$ cat src/hdl/cmfuv_pkg.sv
// Shared types and constants for the cube map face and UV block.
package cmfuv_pkg;

  localparam int COORD_BITS = 16;
  localparam int UV_BITS    = 16;
  localparam int RW         = COORD_BITS + 2;

  typedef enum logic [2:0] {
    FACE_PX = 3'd0,
    FACE_NX = 3'd1,
    FACE_PY = 3'd2,
    FACE_NY = 3'd3,
    FACE_PZ = 3'd4,
    FACE_NZ = 3'd5
  } face_t;

  typedef struct packed {
    logic signed [COORD_BITS-1:0] dir_x;
    logic signed [COORD_BITS-1:0] dir_y;
    logic signed [COORD_BITS-1:0] dir_z;
  } in_item_t;

  typedef struct packed {
    face_t               face;
    logic [UV_BITS-1:0]  tex_u;
    logic [UV_BITS-1:0]  tex_v;
    logic                zero_vector;
  } out_item_t;

  typedef struct packed {
    logic  valid;
    logic  zero;
    face_t face;
  } ctl_t;

  typedef struct packed {
    logic [RW-1:0]      ru;
    logic [RW-1:0]      rv;
    logic [RW-1:0]      den;
    logic [UV_BITS-1:0] qu;
    logic [UV_BITS-1:0] qv;
  } div_t;

endpackage

$ cat src/hdl/cmfuv_face_sel.sv
// Face selection stage: major axis, in-face numerators and denominator.
module cmfuv_face_sel (
  input  logic               clk,
  input  logic               rst_n,
  input  logic               in_take,
  input  cmfuv_pkg::in_item_t in_item,
  output cmfuv_pkg::ctl_t    ctl_out,
  output cmfuv_pkg::div_t    div_out
);
  import cmfuv_pkg::*;

  logic signed [RW-1:0] xs, ys, zs;
  logic signed [RW-1:0] ax, ay, az;
  logic signed [RW-1:0] m, uc, vc;
  logic                 ty, tz;
  face_t                face;
  ctl_t                 ctl_r, ctl_nxt;
  div_t                 div_r, div_nxt;

  always_comb begin
    xs = RW'(in_item.dir_x);
    ys = RW'(in_item.dir_y);
    zs = RW'(in_item.dir_z);
    ax = (xs < 0) ? -xs : xs;
    ay = (ys < 0) ? -ys : ys;
    az = (zs < 0) ? -zs : zs;
    ty = (ay >= ax) && (ay >= az);
    tz = (az >= ax) && (az >= ay);
    priority if (tz) begin
      m    = az;
      vc   = ys;
      face = (zs > 0) ? FACE_PZ : FACE_NZ;
      uc   = (zs > 0) ? xs : -xs;
    end else if (ty) begin
      m    = ay;
      uc   = xs;
      face = (ys > 0) ? FACE_PY : FACE_NY;
      vc   = (ys > 0) ? -zs : zs;
    end else begin
      m    = ax;
      vc   = ys;
      face = (xs > 0) ? FACE_PX : FACE_NX;
      uc   = (xs > 0) ? -zs : zs;
    end
    ctl_nxt.valid = in_take;
    ctl_nxt.zero  = (m == '0);
    ctl_nxt.face  = face;
    div_nxt.ru    = RW'(uc + m);
    div_nxt.rv    = RW'(vc + m);
    div_nxt.den   = RW'(m <<< 1);
    div_nxt.qu    = '0;
    div_nxt.qv    = '0;
  end

  always_ff @(posedge clk) begin
    if (!rst_n) begin
      ctl_r.valid <= 1'b0;
    end else begin
      ctl_r.valid <= ctl_nxt.valid;
    end
    ctl_r.zero <= ctl_nxt.zero;
    ctl_r.face <= ctl_nxt.face;
    div_r      <= div_nxt;
  end

  assign ctl_out = ctl_r;
  assign div_out = div_r;

endmodule

$ cat src/hdl/cmfuv_div_cell.sv
// One divider cell: develops one quotient bit of u and of v per item.
module cmfuv_div_cell (
  input  logic            clk,
  input  logic            rst_n,
  input  cmfuv_pkg::ctl_t ctl_in,
  input  cmfuv_pkg::div_t div_in,
  output cmfuv_pkg::ctl_t ctl_out,
  output cmfuv_pkg::div_t div_out
);
  import cmfuv_pkg::*;

  logic [RW-1:0] ru2, rv2;
  logic          bu, bv;
  ctl_t          ctl_r;
  div_t          div_r, div_nxt;

  always_comb begin
    ru2         = div_in.ru << 1;
    rv2         = div_in.rv << 1;
    bu          = (ru2 >= div_in.den);
    bv          = (rv2 >= div_in.den);
    div_nxt.ru  = bu ? (ru2 - div_in.den) : ru2;
    div_nxt.rv  = bv ? (rv2 - div_in.den) : rv2;
    div_nxt.den = div_in.den;
    div_nxt.qu  = {div_in.qu[UV_BITS-2:0], bu};
    div_nxt.qv  = {div_in.qv[UV_BITS-2:0], bv};
  end

  always_ff @(posedge clk) begin
    if (!rst_n) begin
      ctl_r.valid <= 1'b0;
    end else begin
      ctl_r.valid <= ctl_in.valid;
    end
    ctl_r.zero <= ctl_in.zero;
    ctl_r.face <= ctl_in.face;
    div_r      <= div_nxt;
  end

  assign ctl_out = ctl_r;
  assign div_out = div_r;

endmodule

$ cat src/hdl/cube_map_face_uv.sv
// Top level of the cube map face selection and face UV block.
//
// Input channel: an item (dir_x, dir_y, dir_z, signed Q2.14) is taken at a
// rising edge where start is high and busy is low. busy stays low, so a new
// item may be started in every cycle.
// Result channel: out_valid is high for exactly one cycle with face, tex_u,
// tex_v (unsigned Q0.16) and zero_vector on out_item. The receiver cannot
// stall; every result is taken in the cycle it appears.
// Path: an item goes from the start edge to out_valid through the face
// selection register, one divider cell per quotient bit and one output register.
// Throughput: one item per cycle, set by the chain of divider cells, each
// holding one item in flight.
// Reset: synchronous, active low; clears all valid flags so no result
// appears until an item is started.
module cube_map_face_uv (
  input  logic                 clk,
  input  logic                 rst_n,
  input  logic                 start,
  output logic                 busy,
  input  cmfuv_pkg::in_item_t  in_item,
  output logic                 out_valid,
  output cmfuv_pkg::out_item_t out_item
);
  import cmfuv_pkg::*;

  ctl_t      ctl_chain [UV_BITS+1];
  div_t      div_chain [UV_BITS+1];
  logic      out_valid_r;
  out_item_t out_item_r, out_item_nxt;

  assign busy = 1'b0;

  cmfuv_face_sel u_face_sel (
    .clk     (clk),
    .rst_n   (rst_n),
    .in_take (start && !busy),
    .in_item (in_item),
    .ctl_out (ctl_chain[0]),
    .div_out (div_chain[0])
  );

  for (genvar i = 0; i < UV_BITS; i++) begin : g_cell
    cmfuv_div_cell u_cell (
      .clk     (clk),
      .rst_n   (rst_n),
      .ctl_in  (ctl_chain[i]),
      .div_in  (div_chain[i]),
      .ctl_out (ctl_chain[i+1]),
      .div_out (div_chain[i+1])
    );
  end

  always_comb begin
    out_item_nxt.face        = ctl_chain[UV_BITS].face;
    out_item_nxt.zero_vector = ctl_chain[UV_BITS].zero;
    out_item_nxt.tex_u       = ctl_chain[UV_BITS].zero ? '0 : div_chain[UV_BITS].qu;
    out_item_nxt.tex_v       = ctl_chain[UV_BITS].zero ? '0 : div_chain[UV_BITS].qv;
  end

  always_ff @(posedge clk) begin
    if (!rst_n) begin
      out_valid_r <= 1'b0;
    end else begin
      out_valid_r <= ctl_chain[UV_BITS].valid;
    end
    out_item_r <= out_item_nxt;
  end

  assign out_valid = out_valid_r;
  assign out_item  = out_item_r;

endmodule

$ cat config.mk
export PLATFORM = sky130hd
export DESIGN_NAME = cube_map_face_uv
export DESIGN_NICKNAME = d
export VERILOG_FILES = /design/src/hdl/cmfuv_pkg.sv /design/src/hdl/cmfuv_face_sel.sv /design/src/hdl/cmfuv_div_cell.sv /design/src/hdl/cube_map_face_uv.sv
export SDC_FILE = /design/constraint.sdc
export NUM_CORES = 2
export LEC_CHECK = 0
export ABC_AREA = 1
export BUFFER_PORTS_ARGS = -buffer_cell sky130_fd_sc_hd__buf_4
export CORE_MARGIN = 10
export CORE_UTILIZATION = 65
export DETAILED_ROUTE_END_ITERATION = 10
export MAX_ROUTING_LAYER = met4
export PLACE_DENSITY = 0.82
export SETUP_SLACK_MARGIN = 0.2
export SYNTH_ARGS = -nofsm -noshare
export SYNTH_HDL_FRONTEND = slang
export SYNTH_HIERARCHICAL = 1
export SYNTH_SLANG_ARGS = --single-unit
$ cat constraint.sdc
create_clock -name clk -period 11.5 [get_ports clk]
set_input_delay 1.725 -clock clk [delete_from_list [all_inputs] [get_ports clk]]
set_output_delay 1.725 -clock clk [all_outputs]
set_load 0.005 [all_outputs]
==> flow_summary.ini <==
[routing]
met3_length_mm = 15.3
wl_met1_mm = 86.8
via_per_inst = 5.50
antenna_left = 0
top_layer = met4
wl_per_cell_um = 18.0
num_vias = 64700
wirelength_mm = 211
drc = 0
dr.pass1.iters = 9
wl_met2_mm = 97.7
drtIter0Drc = 7126

[global_route]
grt_util_all_layers_pct = 34.3
grt_pass1_vias = 60800
grt_pass1_wl_mm = 325
grt-ovfl-total = 0
grt_max_degree = 37
antenna_found_initial = 3

[sta]
hold_slack_ns = 0.288
drv_slew = 0
period_share_pct = 73.5
rsz0062_at_grt = false
fin_crit_ns = 8.46
finalHoldViolations = 0
fin_skew_ns = 0.0500
setup_viol = 0
max_freq_mhz = 118
worst_slew_pin_slew_ns = 1.08
finalSetupTns_ns = 0
slew_headroom_pct = 28.1

[pwr]
p_clk_share_pct = 15.1
p_per_area_mw_per_mm2 = 359
power.switching_w = 0.0134
leakagePower_nw = 42.1
internal-power_w = 0.0137
switching_share_pct = 49.5
p_comb_share_pct = 57.4
vdd_drop_max_v = 0.000206
p_seq_share_pct = 27.5

[worst_setup_path]
crit_path_end_kind = flip-flop
critPathKind = primary input to flip-flop
crit_slowest_cell = nor2_4
rr_endpoint = g_cell[12].u_cell/div_out[69]
crit_top_cell = nand2_1
critical_path_required_ns = 12.11
cp.arrival_ns = 9.07
slowest_delay_ns = 0.73
r2r_slack_ns = 8.38
reg2reg_depth = 7
start_kind = primary input
critPathMaxFanout = 36
rr_startpoint = g_cell[11].u_cell/div_out[45]

[clocking]
cts_post_setup_buffers_inserted = 0
clk_pin_slew_worst_paths_ns = 0.07
holdBufCountCts = 0
cts_inserted_buffers = 119
cts_num_sinks = 1225
cts.htree.levels = 3
cts_resized = 0
cts_root_buffer = clkbuf_16
clkLatencyLatePin_ns = 0.74
cts_tree = yes
clockBufferDepth = 3

[synthesis]
ys_warn_count = 6
syn_area_mm2 = 0.0703
synth_cells = 10200
synth_area_per_cell_um2 = 6.90

[min_path]
min_path_type = flip-flop to flip-flop
min_path_cells = 0
hold_path_end = g_cell[15].u_cell/ctl_out[2]
min_from = g_cell[14].u_cell/ctl_out[2]

[die]
die_h_um = 349
core_mm2 = 0.107
dieArea_mm2 = 0.122
row_count = 120
initial_core_util_pct = 65.5
die_w_um = 349
ios = 89

[finish]
nNetsFinal = 11000
drive_above_1_share_pct = 5.17
n_fill_cell = 8989
area_growth_pct = 7.57
multi_input_area_mm2 = 0.0387
regArea_mm2 = 0.0245

[placement]
gp_congestion = 1.04
hpwl_mm = 167
port_buffers = 87

[job]
drv_cap = 0

[outcome]
status = completed
worst max-delay path: cells and delay by family:
kind	cells	cell delay (ns)
xor+xnor	2	0.24
compound gates	9	1.99
fa+ha+maj	3	0.99
buf+inv	4	0.87
simple gates	23	3.19
power groups by stage:
| stage | clock, W | combinational (W) | sequential (W) |
|---|---|---|---|
| floorplan | 0 | 0.0117 | 0.00683 |
| global placement | 0 | 0.0146 | 0.00746 |
| detailed placement | 0 | 0.0149 | 0.00749 |
| CTS | 0.00415 | 0.0151 | 0.00744 |
| global route | 0.00431 | 0.0173 | 0.00756 |
| finish | 0.00409 | 0.0156 | 0.00744 |
placed cells by master, fill, tap and decap left out, drive strengths merged, types with 6 or more instances in the layout:
master    count
nand2      3906
inv        1553
dfxtp      1225
nor2        693
nand3       675
ha          662
a21oi       386
xor2        252
o21ai       237
nand3b      161
clkbuf      152
buf          92
nor3         88
xnor2        57
fa           34
and2         28
clkinv       26
nand4        24
o211ai       19
a21boi       12
clkinvlp     11
bufinv       10
nor3b         9
a221oi        8
or2           8
conb          6
worst max path at each step:
stage	slack, ns	start	to
floorplan	4.58	in_item[0]	u_face_sel/div_out[84]
global placement	2.47	in_item[34]	u_face_sel/div_out[84]
detailed placement	2.57	in_item[34]	u_face_sel/div_out[84]
CTS	3.29	in_item[34]	u_face_sel/div_out[84]
global route	2.40	in_item[0]	u_face_sel/div_out[84]
finish	3.04	in_item[0]	u_face_sel/div_out[84]
registers in the layout, summed over array words and instances, names as in the netlist:
signal and count:
g_cell.u_cell/ctl_out 80, g_cell.u_cell/div_out 1052, out_item 36, out_valid 1
u_face_sel/ctl_out 5, u_face_sel/div_out 51
stage by stage:
step	instance area, um2	setup slack (ns)	utilization [%]	power, W	cells
4_1_cts	75600	3.29	70.5	0.0267	11800
5_1_grt	75600	2.40	70.5	0.0291	11800
3_3_place_gp	71400	2.47	66.6	0.0220	11500
6_report	75600	3.04	70.5	0.0271	11800
3_5_place_dp	71400	2.57	66.6	0.0224	11500
2_1_floorplan	70300	4.58	-	0.0185	10200
cell type report:
type / count / area share [%]
antenna: 1 / 0.00331
clock buffer: 152 / 4.40
clock inverter: 69 / 1.12
inverter: 1531 / 7.60
multi-input combinational: 7288 / 51.2
sequential: 1225 / 32.5
tap: 1403 / 2.32
timing repair buffer: 92 / 0.914
metal layers:
| metal | up-vias | GRT usage (%) |
|---|---|---|
| met5 | - | - |
| met4 | 0 | 16.6 |
| met3 | 651 | 3.96 |
| met2 | 3005 | 56.5 |
| met1 | 29300 | 41.7 |
| li1 | 31800 | - |
Note: power is estimated with default switching activity, not from simulation.
